$ cat src/hdl/mm4_pkg.sv
// ----------------------------------------------------------------------------
// mm4_pkg
// Shared types, widths and helpers of the 4x4 fixed-point matrix multiplier.
// ----------------------------------------------------------------------------
`default_nettype none

package mm4_pkg;

	localparam int DIM       = 4;
	localparam int ELEM_W    = 32;
	localparam int FRAC_W    = 16;
	localparam int ROW_W     = 2;
	localparam int PROD_W    = 2 * ELEM_W;
	localparam int PAIR_W    = PROD_W + 1;
	localparam int SUM_W     = PROD_W + 2;

	typedef enum logic {
		KIND_LOAD = 1'b0,
		KIND_MUL  = 1'b1
	} kind_t;

	typedef logic signed [ELEM_W-1:0] elem_t;
	typedef logic signed [PROD_W-1:0] prod_t;
	typedef logic signed [PAIR_W-1:0] pair_t;
	typedef logic signed [SUM_W-1:0]  sum_t;
	typedef logic [ROW_W-1:0]         row_idx_t;

	typedef struct packed {
		kind_t    kind;
		row_idx_t row_index;
		elem_t    value_0;
		elem_t    value_1;
		elem_t    value_2;
		elem_t    value_3;
	} in_word_t;

	typedef struct packed {
		row_idx_t out_row;
		elem_t    result_0;
		elem_t    result_1;
		elem_t    result_2;
		elem_t    result_3;
	} out_word_t;

	// Arithmetic shift right by the fraction width, then clamp to the element range.
	function automatic elem_t scale_sat(input sum_t acc);
		sum_t                  sh;
		logic [SUM_W-ELEM_W:0] hi;
		elem_t                 res;
		sh = acc >>> FRAC_W;
		hi = sh[SUM_W-1:ELEM_W-1];
		if (hi == '0 || hi == '1) begin
			res = sh[ELEM_W-1:0];
		end else if (sh[SUM_W-1]) begin
			res = {1'b1, {(ELEM_W-1){1'b0}}};
		end else begin
			res = {1'b0, {(ELEM_W-1){1'b1}}};
		end
		return res;
	endfunction

endpackage

`default_nettype wire

$ cat src/hdl/mm4_matrix.sv
// ----------------------------------------------------------------------------
// mm4_matrix
// Right-hand matrix storage, written one row at a time, cleared by reset.
// ----------------------------------------------------------------------------
`default_nettype none

module mm4_matrix
	import mm4_pkg::*;
(
	input  wire logic     clk,
	input  wire logic     arst_n,
	input  wire logic     wr_en,
	input  wire row_idx_t wr_row,
	input  wire elem_t    wr_data [DIM],
	output elem_t         mat     [DIM][DIM]
);

	elem_t mat_q [DIM][DIM];

	always_ff @(posedge clk or negedge arst_n) begin
		if (!arst_n) begin
			for (int r = 0; r < DIM; r++) begin
				for (int c = 0; c < DIM; c++) begin
					mat_q[r][c] <= '0;
				end
			end
		end else if (wr_en) begin
			for (int r = 0; r < DIM; r++) begin
				if (wr_row == ROW_W'(r)) begin
					for (int c = 0; c < DIM; c++) begin
						mat_q[r][c] <= wr_data[c];
					end
				end
			end
		end
	end

	assign mat = mat_q;

endmodule

`default_nettype wire

$ cat config.mk
export PLATFORM = sky130hd
export DESIGN_NAME = mm4_matrix
export DESIGN_NICKNAME = d
export VERILOG_FILES = /design/src/hdl/mm4_pkg.sv /design/src/hdl/mm4_matrix.sv
export SDC_FILE = /design/constraint.sdc
export NUM_CORES = 1
export LEC_CHECK = 0
export ABC_AREA = 1
export ABC_CLOCK_PERIOD_IN_PS = 1200
export BUFFER_PORTS_ARGS = -buffer_cell sky130_fd_sc_hd__buf_4
export CELL_PAD_IN_SITES_DETAIL_PLACEMENT = 0
export CELL_PAD_IN_SITES_GLOBAL_PLACEMENT = 1
export CORE_AREA = 2 2 253 255
export DETAILED_ROUTE_END_ITERATION = 10
export DIE_AREA = 0 0 255 257
export PLACE_DENSITY = 0.72
export SLEW_MARGIN = 20
export SYNTH_ARGS = -nofsm -noshare
export SYNTH_HDL_FRONTEND = slang
export SYNTH_SLANG_ARGS = --single-unit
$ cat constraint.sdc
create_clock -name clk -period 1.2 [get_ports clk]
set_input_delay 0.06 -clock clk [delete_from_list [all_inputs] [get_ports clk]]
set_output_delay 0.06 -clock clk [all_outputs]
set_load 0.01 [all_outputs]
==> After elaboration in Yosys (flattened, before gate mapping) <==
Cells that the tools add are included.
{ "word_totals": {"register_bits": 512, "input_bits": 133, "output_inout_bits": 512, "word_cells": 24} }
{ "op_classes": {"eq_ne": 3, "reduce_logical": 5} }
{ "ops": {"columns": ["operator", "count"], "rows": [
  ["AND reduction 2 bit", 4],
  ["equality test 2 bit, second input constant", 2],
  ["equality test 2 x 1 -> 1 bit, second input constant", 1],
  ["logical NOT 2 bit", 1]
]} }

==> Depth between registers and ports, before layout <==
Gate-level depths: netlist (run 1).
{ "depth": {"depth_word": 2, "mapped_depth": 7} }

==> Least setup slack after synthesis (run 1) <==
Ideal clock, no wire load.
{ "synth_path": {"path_type": "input-to-reg", "startpoint": "input wr_row[0]", "endpoint": "register mat_q, in the netlist mat[384]", "setup_time_ns": 0.117, "arrival_ns": 0.767, "slack_ns": 0.316, "stages": 7, "path_buffers": 3, "path_cell_list": "buf_4 -> nor2_4 -> nand2_1 -> buf_4 -> buf_6 -> nand2_1 -> nand2_1"} }
{ "synth_via": {"elab_chain_cells": 2} }
{ "synth_rtl": {"columns": ["element", "line", "rtl"], "rows": [
  ["start: declaration", "mm4_matrix.sv:13", "input wire row_idx_t wr_row,"],
  ["logical NOT 2 bit", "mm4_matrix.sv:29", "if (wr_row == ROW_W'(r)) begin"],
  ["AND reduction 2 bit (no source line)", null, null],
  ["end signal: indexed assignment", "mm4_matrix.sv:31", "mat_q[r][c] <= wr_data[c];"],
  ["end: declaration", "mm4_matrix.sv:18", "elem_t mat_q [DIM][DIM];"]
]} }
No other way between the ends.
A chain may end at the register's enable or synchronous reset.

==> Worst setup path after layout (run 1) <==
{ "layout_path": {"startpoint": "register mat_q, in the netlist mat[89]", "endpoint": "output mat[89] (netlist name)"} }
{ "layout_lines": {"columns": ["element", "line", "rtl"], "rows": [
  ["end: declaration", "mm4_matrix.sv:15", "output elem_t mat [DIM][DIM]"]
]} }
No word-level cell between the ends.

==> flow_metrics.py, run 1 <==
metrics = {
    "floorplanning": {
        "die_h_um": 257,
        "start_util_pct": 33.3,
        "die_w_um": 255,
        "die-area_um2": 65500,
        "core_um2": 62700,
        "io_pins": 645,
        "fp-row-count": 92,
    },
    "worst_setup_path": {
        "cp-start-kind": "flip-flop",
        "slowest_delay_ps": 460,
        "endpoint_kind": "output port",
        "path_cells": "buf_6",
        "path_buf_inv": 1,
        "worst_ep_required_time_ps": 1140,
        "crit_fanout": 2,
        "path_delay_family": "flip-flops",
        "r2r-end": "mat[390]",
        "crit_slowest_cell": "dfrtp_2",
        "arrival_ps": 1200,
        "r2r_cells": 3,
        "startpoint": "mat[89]",
        "reg2reg_slack_ps": 30,
        "path_class": "reg2out",
        "r2r_start": "mat[390]",
    },
    "sta": {
        "maxSlewHeadroom_pct": 59.5,
        "fin_ws_ps": -56.8,
        "setup_viol": 64,
        "period_share_pct": 105,
        "tightest_slew_ps": 607,
        "grt_setup_unrepaired": "true",
        "finalHoldViolCount": 2,
        "whs_ps": -29.9,
        "fin_skew_ps": 0,
        "fmaxAchievable_ghz": 0.796,
        "drv_slew": 0,
        "min_period_ps": 1260,
    },
    "min_path": {
        "hp-class": "in2reg",
        "min_to": "mat[167]",
        "min_from": "wr_en",
        "holdPathStages": 4,
    },
    "routing": {
        "drtPass1Iterations": 6,
        "wl_per_cell_um": 21.4,
        "totalWireLength_mm": 88.9,
        "viasPerCell": 5.11,
        "drc": 0,
        "antenna_left": 0,
        "dr_total_vias": 21210,
        "drt_iter0_drc": 1900,
    },
    "logic_synthesis": {
        "synth_xor_area_share_pct": 0,
        "synthAdderAreaFrac_pct": 0,
        "synth.distinct_cells": 10,
        "synth.net_count": 2401,
        "synth_ff_type": "dfrtp_1",
        "ys_seq_area_share_pct": 61.3,
        "yosys-top-cells-area": "dfrtp_1 (61%), nand2_1 (18%), nand4_1 (11%)",
        "synth_commonest_cells": "nand2_1 (1025), dfrtp_1 (512), nand4_1 (384)",
        "synth_compound_area_share_pct": 0,
        "ys_ff_latch": 512,
        "yosys_warnings": 0,
        "synth.area.mux_share_pct": 0,
        "synth_largest_area_cell": "dfrtp_1",
        "synth_top_area_share_pct": 61.3,
        "synth_edf_count": 0,
        "synthArstFlopShare_pct": 100,
        "postSynthCellCount": 2268,
        "avgSynthCellArea_um2": 9.22,
        "synth_area_um2": 20900,
        "synth-simple-area-share_pct": 33.1,
        "yosysMostFrequentCell": "nand2_1",
        "synth_top_family_by_area": "simple AND/OR/NAND/NOR gates",
    },
    "pwr": {
        "power.share.clock_pct": 31.9,
        "switching_share_pct": 29.5,
        "switching_power_w": 0.0167,
        "pwr-share-comb_pct": 28.6,
        "power_leakage_nw": 18.0,
        "p_per_area_nw_per_um2": 1640,
        "peakVddDrop_v": 0.00122,
        "p_int_w": 0.0397,
        "p_seq_share_pct": 39.6,
    },
    "clock_network": {
        "cts_inserted_buffers": 56,
        "path_clk_slew_ps": 60,
        "h-tree-depth": 2,
        "cts_sinks": 512,
        "clk_latency_ps": 600,
        "cts_max_path_buffers": 3,
        "clockRootBuffer": "clkbuf_16",
        "tritoncts": "built",
    },
    "global_routing": {
        "grt_overflow_total": 0,
        "grt_pass1_vias": 20471,
        "grt_pass1_wl_mm": 131,
        "track_usage_pct": 25.9,
        "antenna_found_initial": 2,
        "grt_start_max_net_pins": 100,
    },
    "cells_and_area": {
        "fill_cells": 5586,
        "nets": 3398,
        "drive_above_1_share_pct": 33.2,
        "largest_reg_flops": 512,
        "utilization_pct": 54.7,
        "post_layout_nonfiller_instances": 4150,
        "syn_to_final_growth_pct": 64.1,
    },
    "placed_design": {
        "dp_slack_ps": 94.8,
        "gp_congestion": 0.849,
        "dp_cells": 3616,
        "dp_hpwl_mm": 55.6,
        "io_buffers": 644,
    },
    "job": {
        "maxCapViolations": 0,
    },
    "status": {
        "status": "finished, violations left",
        "violations": "hold timing, setup timing",
    },
}
power groups by stage:
stage               Clock (W)  Sequential [W]  Combinational, W
floorplan                   0          0.0231           0.00310
global placement            0          0.0220            0.0116
detailed placement          0          0.0221            0.0118
CTS                    0.0183          0.0222            0.0151
global route           0.0191          0.0225            0.0172
finish                 0.0180          0.0223            0.0161
layer usage:
metal | vias to the layer above | wire length (µm) | GRT usage, %
met1 | 10460 | 34800 | 33.4
met4 | 0 | 4150 | 10.8
met2 | 957 | 43600 | 42.7
li1 | 9598 | - | -
met3 | 195 | 6280 | 4.93
met5 | - | 0 | 0
how the worst max path moves through the flow:
stage / to / slack, ps / depth (start not counted)
floorplan: mat[384] / 320 / 7
global placement: mat[442] / 110 / 5
detailed placement: mat[385] / 90 / 5
CTS: mat[89] / -90 / 1
global route: mat[89] / -100 / 1
finish: mat[89] / -60 / 1
what timing repair did:
action                                  in CTS  in global routing
endpoints found under the setup margin     512                527
hold buffers                               145                  8
gates resized for setup                    509                  5
cloned                                       0                  0
hold endpoints to repair                  1024                  3
buffers inserted                           160                126
layout make-up:
| class | count | area (µm²) | share of cell area [%] |
|---|---|---|---|
| well taps | 846 | 1060 | 3.09 |
| multi-input cells | 1541 | 6960 | 20.3 |
| clock inverters | 15 | 270 | 0.788 |
| diodes | 3 | 7.51 | 0.0219 |
| clock buffers | 79 | 1620 | 4.72 |
| repair buffers | 1152 | 11600 | 33.7 |
| inverters | 2 | 12.5 | 0.0365 |
| flip-flops and latches | 512 | 12800 | 37.4 |
logic make-up after synthesis:
kind of cell / Yosys count
flops: 512
buf+inv: 215
simple gates: 1541
layout by cell type (no fill, tap or decap):
cell,n
nand2_1,1024
buf_6,511
dfrtp_1,509
buf_4,441
nand4_1,384
dlygate4sd3_1,149
nand3_1,128
clkbuf_16,57
buf_12,47
clkbuf_8,11
clkbuf_1,11
bufinv_16,7
clkinv_4,4
buf_8,4
diode_2,3
nand3_4,3
dfrtp_2,3
inv_4,2
clkinvlp_4,2
clkinv_2,2
nor2_4,1
nand2_4,1
stage by stage:
step | setup TNS (ps) | total power (W) | hold slack, ps | area (µm²)
3_3_place_gp | 0 | 0.0336 | -88.0 | 26800
2_1_floorplan | 0 | 0.0262 | -236 | 20900
4_1_cts | -9880 | 0.0557 | 1.34 | 33300
3_5_place_dp | 0 | 0.0338 | -82.4 | 26800
5_1_grt | -13350 | 0.0588 | 0.717 | 34300
6_report | -716 | 0.0564 | -29.9 | 34300
Note: power is estimated with default switching activity, not from simulation.
==> inputs of run 2 (changes only) <==
--- a/config.mk
+++ b/config.mk
@@ -8,12 +8,14 @@
 export ABC_AREA = 1
 export ABC_CLOCK_PERIOD_IN_PS = 1200
 export BUFFER_PORTS_ARGS = -buffer_cell sky130_fd_sc_hd__buf_4
+export CAP_MARGIN = 5
 export CELL_PAD_IN_SITES_DETAIL_PLACEMENT = 0
 export CELL_PAD_IN_SITES_GLOBAL_PLACEMENT = 1
 export CORE_AREA = 2 2 253 255
 export DETAILED_ROUTE_END_ITERATION = 10
 export DIE_AREA = 0 0 255 257
-export PLACE_DENSITY = 0.72
+export PLACE_DENSITY = 0.75
+export RECOVER_POWER = 25
 export SLEW_MARGIN = 20
 export SYNTH_ARGS = -nofsm -noshare
 export SYNTH_HDL_FRONTEND = slang
==> run 2 against run 1 <==
The flow finishes with violations (setup timing). Fmax hardly changed. Global-route usage is 0.15 points lower. Final area is 0.18% lower. Clock power is 3% lower. Critical path type unchanged. Power is 1.5% lower. Worst setup slack better by 1.2 ps. Utilization is 0.10 points lower. Register-to-register slack better by 290 ps. Wire length is 1.1% lower. First-iteration DRC count is 15% lower. Final cell count hardly changed. Sequential power hardly changed.
==> flow_metrics.py, run 2 (synthesis gave the netlist of run 1 again) <==
metrics = {
    "pwr": {
        "power_leakage_nw": 17.9,
        "p_per_area_nw_per_um2": 1620,
        "peakVddDrop_v": 0.00121,
        "total_power_w": 0.0556,
    },
    "sta": {
        "fmaxAchievable_ghz": 0.796,
        "fin_skew_ps": 0,
        "drv_slew": 0,
        "grt_setup_unrepaired": "true",
        "fin_ws_ps": -55.5,
        "period_share_pct": 105,
        "finalHoldViolCount": 0,
        "maxSlewHeadroom_pct": 45.2,
        "min_period_ps": 1260,
        "tns_ps": -1490,
        "tightest_slew_ps": 822,
        "whs_ps": 8.85,
        "setup_viol": 160,
    },
    "worst_setup_path": {
        "path_cells": "buf_6",
        "arrival_ps": 1200,
        "path_buf_inv": 1,
        "crit_slowest_cell": "dfrtp_2",
        "path_delay_family": "flip-flops",
        "slowest_delay_ps": 440,
        "endpoint_kind": "output port",
        "crit_fanout": 2,
        "worst_ep_required_time_ps": 1140,
        "cp-start-kind": "flip-flop",
        "path_class": "reg2out",
    },
    "routing": {
        "drc": 0,
        "totalWireLength_mm": 87.9,
        "drt_iter0_drc": 1624,
        "viasPerCell": 5.14,
        "antenna_left": 0,
        "drtPass1Iterations": 7,
        "dr_total_vias": 21308,
        "wl_per_cell_um": 21.2,
    },
    "min_path": {
        "hp-class": "in2reg",
    },
    "global_routing": {
        "grt_start_max_net_pins": 88,
        "grt_pass1_vias": 21063,
        "grt_pass1_wl_mm": 130,
        "grt_overflow_total": 0,
        "track_usage_pct": 25.8,
        "antenna_found_initial": 0,
    },
    "cells_and_area": {
        "largest_reg_flops": 512,
        "nets": 3395,
        "layout_common_cells": "nand2_1 (1024), buf_6 (513), dfrtp_1 (511), buf_4 (408), nand4_1 (384)",
        "syn_to_final_growth_pct": 63.8,
        "drive_above_1_share_pct": 32.5,
        "utilization_pct": 54.6,
        "final_common_cell": "nand2_1",
        "post_layout_nonfiller_instances": 4147,
    },
    "placed_design": {
        "gp_congestion": 0.882,
        "dp_hpwl_mm": 56.2,
        "dp_cells": 3647,
        "io_buffers": 644,
    },
    "floorplanning": {
        "core_um2": 62700,
        "fp-row-count": 92,
        "die_w_um": 255,
        "die-area_um2": 65500,
        "io_pins": 645,
        "start_util_pct": 33.3,
        "die_h_um": 257,
    },
    "clock_network": {
        "h-tree-depth": 2,
        "clockRootBuffer": "clkbuf_16",
        "cts_max_path_buffers": 3,
        "tritoncts": "built",
        "clk_latency_ps": 610,
        "path_clk_slew_ps": 60,
        "cts_sinks": 512,
        "cts_inserted_buffers": 56,
    },
    "status": {
        "violations": "setup timing",
        "status": "finished, violations left",
    },
    "job": {
        "maxCapViolations": 0,
    },
}
-- run 2: report_power, final --
group	internal, W	leakage (nW)	total, W	switching (W)
clock network	0.0102	0.888	0.0175	0.00723
logic	0.00864	10.6	0.0158	0.00715
registers	0.0200	6.39	0.0223	0.00228
total	0.0389	17.9	0.0556	0.0167
-- run 2: layout make-up --
| cell class | instances | area, µm² |
|---|---|---|
| fill | 5478 | 28500 |
| sequential | 512 | 12800 |
| timing repair buffer | 1149 | 11600 |
| multi-input combinational | 1541 | 6960 |
| clock buffer | 83 | 1590 |
| tap | 846 | 1060 |
| clock inverter | 13 | 224 |
| inverter | 2 | 12.5 |
| antenna | 1 | 2.50 |
-- run 2: metal layers --
metal  routed length [µm]  vias up  global-route usage, %
met4                 5540        0                   14.8
met3                 5980      249                   5.39
met2                41500      958                   40.6
met5                    0        -                      0
li1                     -     9604                      -
met1                34900    10497                   32.8
-- run 2: timing repair --
action | 4_1_cts | 5_1_grt
endpoints found under the setup margin | 512 | 690
cloned | 0 | 1
gates resized for setup | 512 | 3
hold buffers | 163 | 4
setup buffers | 124 | 113
endpoints found under the hold margin | 1024 | 19
-- run 2: stage by stage --
stage               worst slack [ps]  area, µm²
floorplan                        316      20900
global placement                66.9      27100
detailed placement              8.58      27100
CTS                             -109      33400
global route                   -93.8      34200
finish                         -55.5      34200
-- run 2: final timing paths --
kind / startpoint / endpoint / slack (ps) / cells past startpoint
min in group asynchronous: arst_n / mat[59] / 120 / 2
worst max-delay path: mat[178] / mat[178] / -60 / 1
worst max register to register: mat[26] / mat[26] / 320 / 4
worst min-delay path: wr_en / mat[159] / 9 / 4
worst min register to register: mat[459] / mat[459] / 490 / 2
max in group asynchronous: arst_n / mat[5] / 110 / 4
